--- src/hw/rtl/stwt_fifo.sv ---
`timescale 1ns / 1ps

module stwt_fifo #(
    parameter int WIDTH = 8,
    parameter int DEPTH = 2
) (
    input  logic             clk,
    input  logic             rst_n,
    input  logic             push,
    input  logic [WIDTH-1:0] push_data,
    input  logic             pop,
    output logic             full,
    output logic             empty,
    output logic [WIDTH-1:0] pop_data
);
    localparam int AW = $clog2(DEPTH);
    localparam int CW = $clog2(DEPTH + 1);

    logic [WIDTH-1:0] buf_reg [DEPTH];
    logic [AW-1:0]    wptr_reg, wptr_next;
    logic [AW-1:0]    rptr_reg, rptr_next;
    logic [CW-1:0]    cnt_reg, cnt_next;
    logic             do_push, do_pop;

    assign full     = (cnt_reg == CW'(DEPTH));
    assign empty    = (cnt_reg == '0);
    assign do_push  = push && !full;
    assign do_pop   = pop && !empty;
    assign pop_data = buf_reg[rptr_reg];

    always_comb
    begin
        wptr_next = wptr_reg;
        rptr_next = rptr_reg;
        cnt_next  = cnt_reg;
        if (do_push)
        begin
            wptr_next = (wptr_reg == AW'(DEPTH - 1)) ? '0 : wptr_reg + AW'(1);
        end
        if (do_pop)
        begin
            rptr_next = (rptr_reg == AW'(DEPTH - 1)) ? '0 : rptr_reg + AW'(1);
        end
        if (do_push && !do_pop)
        begin
            cnt_next = cnt_reg + CW'(1);
        end
        else if (do_pop && !do_push)
        begin
            cnt_next = cnt_reg - CW'(1);
        end
    end

    always_ff @(posedge clk or negedge rst_n)
    begin
        if (!rst_n)
        begin
            wptr_reg <= '0;
            rptr_reg <= '0;
            cnt_reg  <= '0;
        end
        else
        begin
            wptr_reg <= wptr_next;
            rptr_reg <= rptr_next;
            cnt_reg  <= cnt_next;
        end
    end

    always_ff @(posedge clk)
    begin
        if (do_push)
        begin
            buf_reg[wptr_reg] <= push_data;
        end
    end

endmodule

--- config.mk ---
export PLATFORM = sky130hd
export DESIGN_NAME = stwt_fifo
export DESIGN_NICKNAME = d
export VERILOG_FILES = /design/src/hw/rtl/stwt_fifo.sv
export SDC_FILE = /design/constraint.sdc
export NUM_CORES = 1
export LEC_CHECK = 0
export ABC_CLOCK_PERIOD_IN_PS = 2400
export BUFFER_PORTS_ARGS = -buffer_cell sky130_fd_sc_hd__buf_2
export CAP_MARGIN = 20
export CORE_UTILIZATION = 45
export DETAILED_ROUTE_END_ITERATION = 6
export HOLD_SLACK_MARGIN = 0.15
export PLACE_DENSITY = 0.81
export SLEW_MARGIN = 40
export SYNTH_ARGS = -nofsm -noshare
export SYNTH_HDL_FRONTEND = slang
export SYNTH_SLANG_ARGS = --single-unit
--- constraint.sdc ---
create_clock -name clk -period 2.4 [get_ports clk]
set_clock_uncertainty 0.2 [all_clocks]
set_input_delay 0.6 -clock clk [delete_from_list [all_inputs] [get_ports clk]]
set_output_delay 0.6 -clock clk [all_outputs]
set_load 0.01 [all_outputs]
==> impl_metrics.yaml, run 1 <==
timing:
  worst_pin_slew_ns: 0.381
  period_share: 0.913
  setup_viol: 0
  slew_viol_final: 0
  max_freq_mhz: 456
  fin_hold_ws_ns: 0.289
  layout_setup_ws_ns: 0.209
  maxSlewHeadroom: 0.746
  finalSetupTns_ns: 0
  rsz0062_at_grt: "no"
  fin_crit_ns: 2.19
  hold_viol_final: 0
power:
  power.internal_uw: 763
  seqPwrFrac: 0.504
  p_per_area_nw_per_um2: 1160
  power.switching_uw: 344
  clockPowerShare: 0.171
  leakage_nw: 0.405
  combPwrFrac: 0.324
  p_total_mw: 1.11
  ir_worst_vdd_uv: 682
  sw_frac_of_total: 0.311
critical_path:
  slowest_delay_ns: 0.59
  critical_path_required_ns: 1.60
  reg2regPathDepth: 6
  end_kind: "output port"
  arrival_ns: 1.39
  crit_chain: "mux2_2 > buf_2"
  slowest_stage: "dfrtp_1"
  crit_path_max_fanout: 9
  startpoint_type: "flip-flop"
  critPathKind: "flip-flop to output port"
logic_synthesis:
  yosys.area_share.simple: 0.0384
  synth_top_family_by_area: "multiplexers"
  ys_seq_area_frac: 0.742
  synth_compound_area_frac: 0.00640
  yosysWarningCount: 0
  syn_avg_cell_area_sq_um: 17.8
  synth_xor_area_frac: 0.0656
  synth.area.mux_share: 0.115
  syn_area_sq_um: 782
  syn-num-nets: 57
  synth_fa_ha_area_frac: 0.0160
  synth_cells: 44
  synth.ff_latch_count: 20
  synth_cell_types: 15
routing:
  wl_per_cell_microns: 13.0
  vias_per_cell: 5.02
  drtAntennaViolNets: 0
  num_vias: 432
  drc: 2
  initialDrtViolationCount: 5
  drt-total-wl_microns: 1120
  firstDrtPassIters: 6
finish:
  final_cells: 86
  fin_area_sq_um: 956
  fin_util: 0.613
  antenna_cells: 0
  syn_to_final_growth_pct: 22.2
  final_layout_size_suffix_gt1_frac: 0.429
  largest_reg_flops: 16
  fin_nets: 84
clock_network:
  htree_levels: 1
  clk_latency_ns: 0.29
  clkTransAtPathRegs_ns: 0.11
  cts.sinks: 20
  numCtsBuffers: 3
  cts_tree: "built"
  clockRootBuffer: "clkbuf_4"
  clk_path_buf_depth: 2
outcome:
  outcome: "finished with violations"
  violations: "DRC"
global_routing:
  grt_util_all_layers: 0.133
  grt_max_degree: 12
  grt_overflow: 0
  grt_pass1_vias: 425
  grt_antenna_before_repair: 0
  grt_pass1_wl_microns: 1730
die:
  die_y_microns: 43.7
  initial_core_util: 0.502
  die_w_microns: 43.7
  design.die.area_sq_um: 1910
  fp-row-count: 14
  ioPinCount: 22
  fp.coreArea_sq_um: 1560
place:
  io_buffer_count: 21
  dpl_cell_area_sq_um: 910
  pre_cts_slack_ns: 0.525
  dp_cells: 81
  hpwl_microns: 798
  gp_congestion: 0.654
job:
  drv_cap: 0
worst_hold_path:
  hold_class: "primary input to flip-flop"
  hold-path-cell-count: 1
[what timing repair did]
action                                 4_1_cts  5_1_grt
endpoints found under the hold margin        4        0
resized for setup                            0        0
buffers inserted                             0        0
hold buffers                                 1        0
[layout by cell type (no fill, tap or decap)]
master,Yosys,final
and3_1,1,1
buf_2,1,21
buf_4,0,1
clkbuf_4,0,3
clkbuf_8,0,1
dfrtp_1,4,4
dlygate4sd3_1,0,1
edfxtp_1,16,16
ha_1,1,1
inv_1,2,2
mux2_1,6,6
mux2_2,2,2
nand2_2,1,1
nand2b_1,1,1
nor2_1,3,3
o21ai_1,1,1
xnor2_1,2,2
xnor2_2,1,1
xor2_1,2,2
[area by class of cell]
type | count | area [sq um]
multi-input cells | 21 | 189
fillers | 121 | 603
clock buffers | 4 | 36.3
flip-flops and latches | 20 | 581
well taps | 16 | 20.0
repair buffers | 23 | 123
inverters | 2 | 7.51
[cell families after synthesis]
| logic type | count (synthesis) |
|---|---|
| compound gates | 1 |
| xor+xnor | 5 |
| fa+ha+maj | 1 |
| buf+inv | 3 |
| flops | 20 |
| mux | 8 |
| simple gates | 6 |
[routing by layer]
layer	up-vias	GRT usage	part of all wire	routed length, microns
li1	209	-	-	-
met2	16	0.218	0.49	545
met5	-	0	0	0
met1	203	0.147	0.43	480
met4	0	0.0938	0.022	25
met3	4	0.0417	0.059	66
[power by group through the flow]
stage	Clock [mW]	Combinational, mW	Sequential [mW]
after floorplan	0	0.274	0.529
after global placement	0	0.351	0.563
after detailed placement	0	0.359	0.571
after CTS	0.191	0.365	0.562
after global routing	0.209	0.390	0.574
final	0.190	0.359	0.559
[worst max-delay path, delay by kind of cell (launching register included)]
family	cells	cell delay [ns]
flip-flops	1	0.59
multiplexers	1	0.38
buffers and inverters	1	0.14
[Yosys cell counts]
| library cell | number | share of area |
|---|---|---|
| xor2_1 | 2 | 0.022 |
| dfrtp_1 | 4 | 0.13 |
| mux2_1 | 6 | 0.086 |
| ha_1 | 1 | 0.016 |
| nand2_2 | 1 | 0.0080 |
| o21ai_1 | 1 | 0.0064 |
| edfxtp_1 | 16 | 0.61 |
| nand2b_1 | 1 | 0.0080 |
| nor2_1 | 3 | 0.014 |
| mux2_2 | 2 | 0.029 |
| xnor2_2 | 1 | 0.021 |
| inv_1 | 2 | 0.0096 |
| buf_2 | 1 | 0.0064 |
| xnor2_1 | 2 | 0.022 |
| and3_1 | 1 | 0.0080 |
[path summary, 6_finish.rpt]
check | start | to | slack, ns
max in group asynchronous | rst_n | rptr_reg$_DFFE_PN0P_ | 1.45
min in group asynchronous | rst_n | wptr_reg$_DFFE_PN0N_ | 0.43
worst max register to register | cnt_reg[0]$_DFFE_PN0P_ | cnt_reg[1]$_DFFE_PN0P_ | 0.72
worst min-delay path | push_data[7] | buf_reg[0][7]$_DFFE_PP_ | 0.29
worst min register to register | cnt_reg[1]$_DFFE_PN0P_ | cnt_reg[1]$_DFFE_PN0P_ | 0.33
worst max-delay path | rptr_reg$_DFFE_PN0P_ | pop_data[2] | 0.21
Power figures use the tool's default switching activity.
==> run 2, diff against run 1 <==
--- a/config.mk
+++ b/config.mk
@@ -5,13 +5,16 @@
 export SDC_FILE = /design/constraint.sdc
 export NUM_CORES = 1
 export LEC_CHECK = 0
-export ABC_CLOCK_PERIOD_IN_PS = 2400
+export ABC_CLOCK_PERIOD_IN_PS = 2600
 export BUFFER_PORTS_ARGS = -buffer_cell sky130_fd_sc_hd__buf_2
 export CAP_MARGIN = 20
-export CORE_UTILIZATION = 45
+export CELL_PAD_IN_SITES_DETAIL_PLACEMENT = 1
+export CELL_PAD_IN_SITES_GLOBAL_PLACEMENT = 1
+export CORE_UTILIZATION = 43
 export DETAILED_ROUTE_END_ITERATION = 6
 export HOLD_SLACK_MARGIN = 0.15
-export PLACE_DENSITY = 0.81
+export PLACE_DENSITY = 0.91
+export REMOVE_ABC_BUFFERS = 1
 export SLEW_MARGIN = 40
 export SYNTH_ARGS = -nofsm -noshare
 export SYNTH_HDL_FRONTEND = slang
==> constraint.sdc (replaced) <==
create_clock -name clk -period 2.6 [get_ports clk]
set_clock_uncertainty 0.2 [all_clocks]
set_input_delay 0.65 -clock clk [delete_from_list [all_inputs] [get_ports clk]]
set_output_delay 0.65 -clock clk [all_outputs]
set_load 0.01 [all_outputs]
==> impl_metrics.yaml, run 2 (synthesized netlist as in run 1, its figures left out) <==
routing:
  drt-total-wl_microns: 1390
  drc: 0
  vias_per_cell: 4.53
  num_vias: 426
  wl_per_cell_microns: 14.8
  initialDrtViolationCount: 3
  drtAntennaViolNets: 0
  firstDrtPassIters: 3
power:
  ir_worst_vdd_uv: 563
  p_total_uw: 994
  leakage_nw: 0.394
  p_per_area_nw_per_um2: 1050
job:
  drv_cap: 0
finish:
  final_layout_size_suffix_gt1_frac: 0.406
  fin_util: 0.556
  multiInputGateArea_sq_um: 189
  fillers: 170
  antenna_cells: 0
  final_cell_mix: "21 x buf_2, 16 x edfxtp_1, 6 x mux2_1"
  fin_nets: 83
  largest_reg_flops: 16
  final_cells: 94
  mostFrequentLayoutCell: "buf_2"
  syn_to_final_growth_pct: 21.4
  layout.area.seq_sq_um: 581
timing:
  maxSlewHeadroom: 0.558
  fin_crit_ns: 2.25
  hold_viol_final: 0
  finalSetupTns_ns: 0
  period_share: 0.865
  slew_viol_final: 0
  rsz0062_at_grt: "no"
  max_freq_mhz: 445
  worst_pin_slew_ns: 0.660
  fin_hold_ws_ns: 0.336
  setup_viol: 0
global_routing:
  grt_pass1_vias: 466
  grt_max_degree: 12
  grt_util_all_layers: 0.157
  grt_antenna_before_repair: 0
  grt_overflow: 0
  grt_pass1_wl_microns: 2050
critical_path:
  r2r_setup_slack_ns: 0.77
  r2r_start: "cnt_reg[0]$_DFFE_PN0P_"
  startpoint_type: "flip-flop"
  arrival_ns: 1.40
  crit_buf_inv: 1
  end_kind: "output port"
  critPathKind: "flip-flop to output port"
  crit_chain: "mux2_2 > buf_2"
  critical_path_required_ns: 1.75
  cpLargestDelayFamily: "flip-flops"
  r2r_end: "buf_reg[0][4]$_DFFE_PP_"
  crit_path_max_fanout: 9
  reg2regPathDepth: 3
  slowest_stage: "dfrtp_1"
  slowest_delay_ns: 0.59
clock_network:
  clockRootBuffer: "clkbuf_4"
  htree_levels: 1
  cts_tree: "built"
  clk_path_buf_depth: 2
  cts.sinks: 20
  numCtsBuffers: 3
  clkTransAtPathRegs_ns: 0.09
  cts_setup_buffers: 0
  clk_latency_ns: 0.29
worst_hold_path:
  hold_start: "wptr_reg$_DFFE_PN0N_"
  hold_class: "flip-flop to flip-flop"
  hold-path-cell-count: 1
  hold_end: "wptr_reg$_DFFE_PN0N_"
die:
  ioPinCount: 22
  die_w_microns: 44.6
  design.die.area_sq_um: 1990
  die_y_microns: 44.6
  initial_core_util: 0.458
  fp.coreArea_sq_um: 1710
  fp-row-count: 15
place:
  hpwl_microns: 1080
  gp_congestion: 0.643
  io_buffer_count: 21
  dp_cells: 89
outcome:
  outcome: "complete, no violations"
[run 2: changes by cell type in the layout (fill, tap and decap cells not counted)]
cell,before,now
clkinv_1,0,1
clkbuf_8,1,0
buf_4,1,0
[run 2: final cells by class]
type                            instances  area share
Clock buffer                            3      0.0237
Clock inverter                          1     0.00395
Inverter                                2     0.00791
Multi-Input combinational cell         21       0.199
Sequential cell                        20       0.611
Tap cell                               25      0.0329
Timing Repair Buffer                   22       0.121
[run 2: repair_timing]
action | 4_1_cts | 5_1_grt
hold endpoints to repair | 4 | 0
hold buffers | 1 | 0
resized for setup | 0 | 0
endpoints found under the setup margin | 0 | 0
[run 2: power by group]
part | internal [mW] | switching, mW | leakage (nW)
combinational | 0.166 | 0.165 | 0.183
sequential | 0.448 | 0.0737 | 0.195
clock | 0.0557 | 0.0852 | 0.0154
total | 0.669 | 0.324 | 0.394
[run 2: how the worst max path moves through the flow]
stage | start | end | slack (ns) | depth (start not counted)
6_report | rptr_reg$_DFFE_PN0P_ | pop_data[2] | 0.35 | 2
5_1_grt | rptr_reg$_DFFE_PN0P_ | pop_data[3] | 0.28 | 2
4_1_cts | rptr_reg$_DFFE_PN0P_ | pop_data[2] | 0.31 | 2
3_5_place_dp | rptr_reg$_DFFE_PN0P_ | pop_data[2] | 0.64 | 2
3_3_place_gp | rptr_reg$_DFFE_PN0P_ | pop_data[3] | 0.69 | 2
2_1_floorplan | rptr_reg$_DFFE_PN0P_ | pop_data[2] | 0.86 | 1
[run 2: stage by stage]
step | setup slack (ns) | cell area, sq um
5_1_grt | 0.276 | 950
4_1_cts | 0.315 | 950
6_report | 0.351 | 950
3_5_place_dp | 0.642 | 913
3_3_place_gp | 0.691 | 913
2_1_floorplan | 0.864 | 777
[run 2: routing by layer]
layer  up-vias  global-route usage  wire [microns]
met5         -                   0               0
met2        14               0.288             767
li1        211                   -               -
met3         2              0.0490              63
met4         0              0.0606              11
met1       199               0.167             549
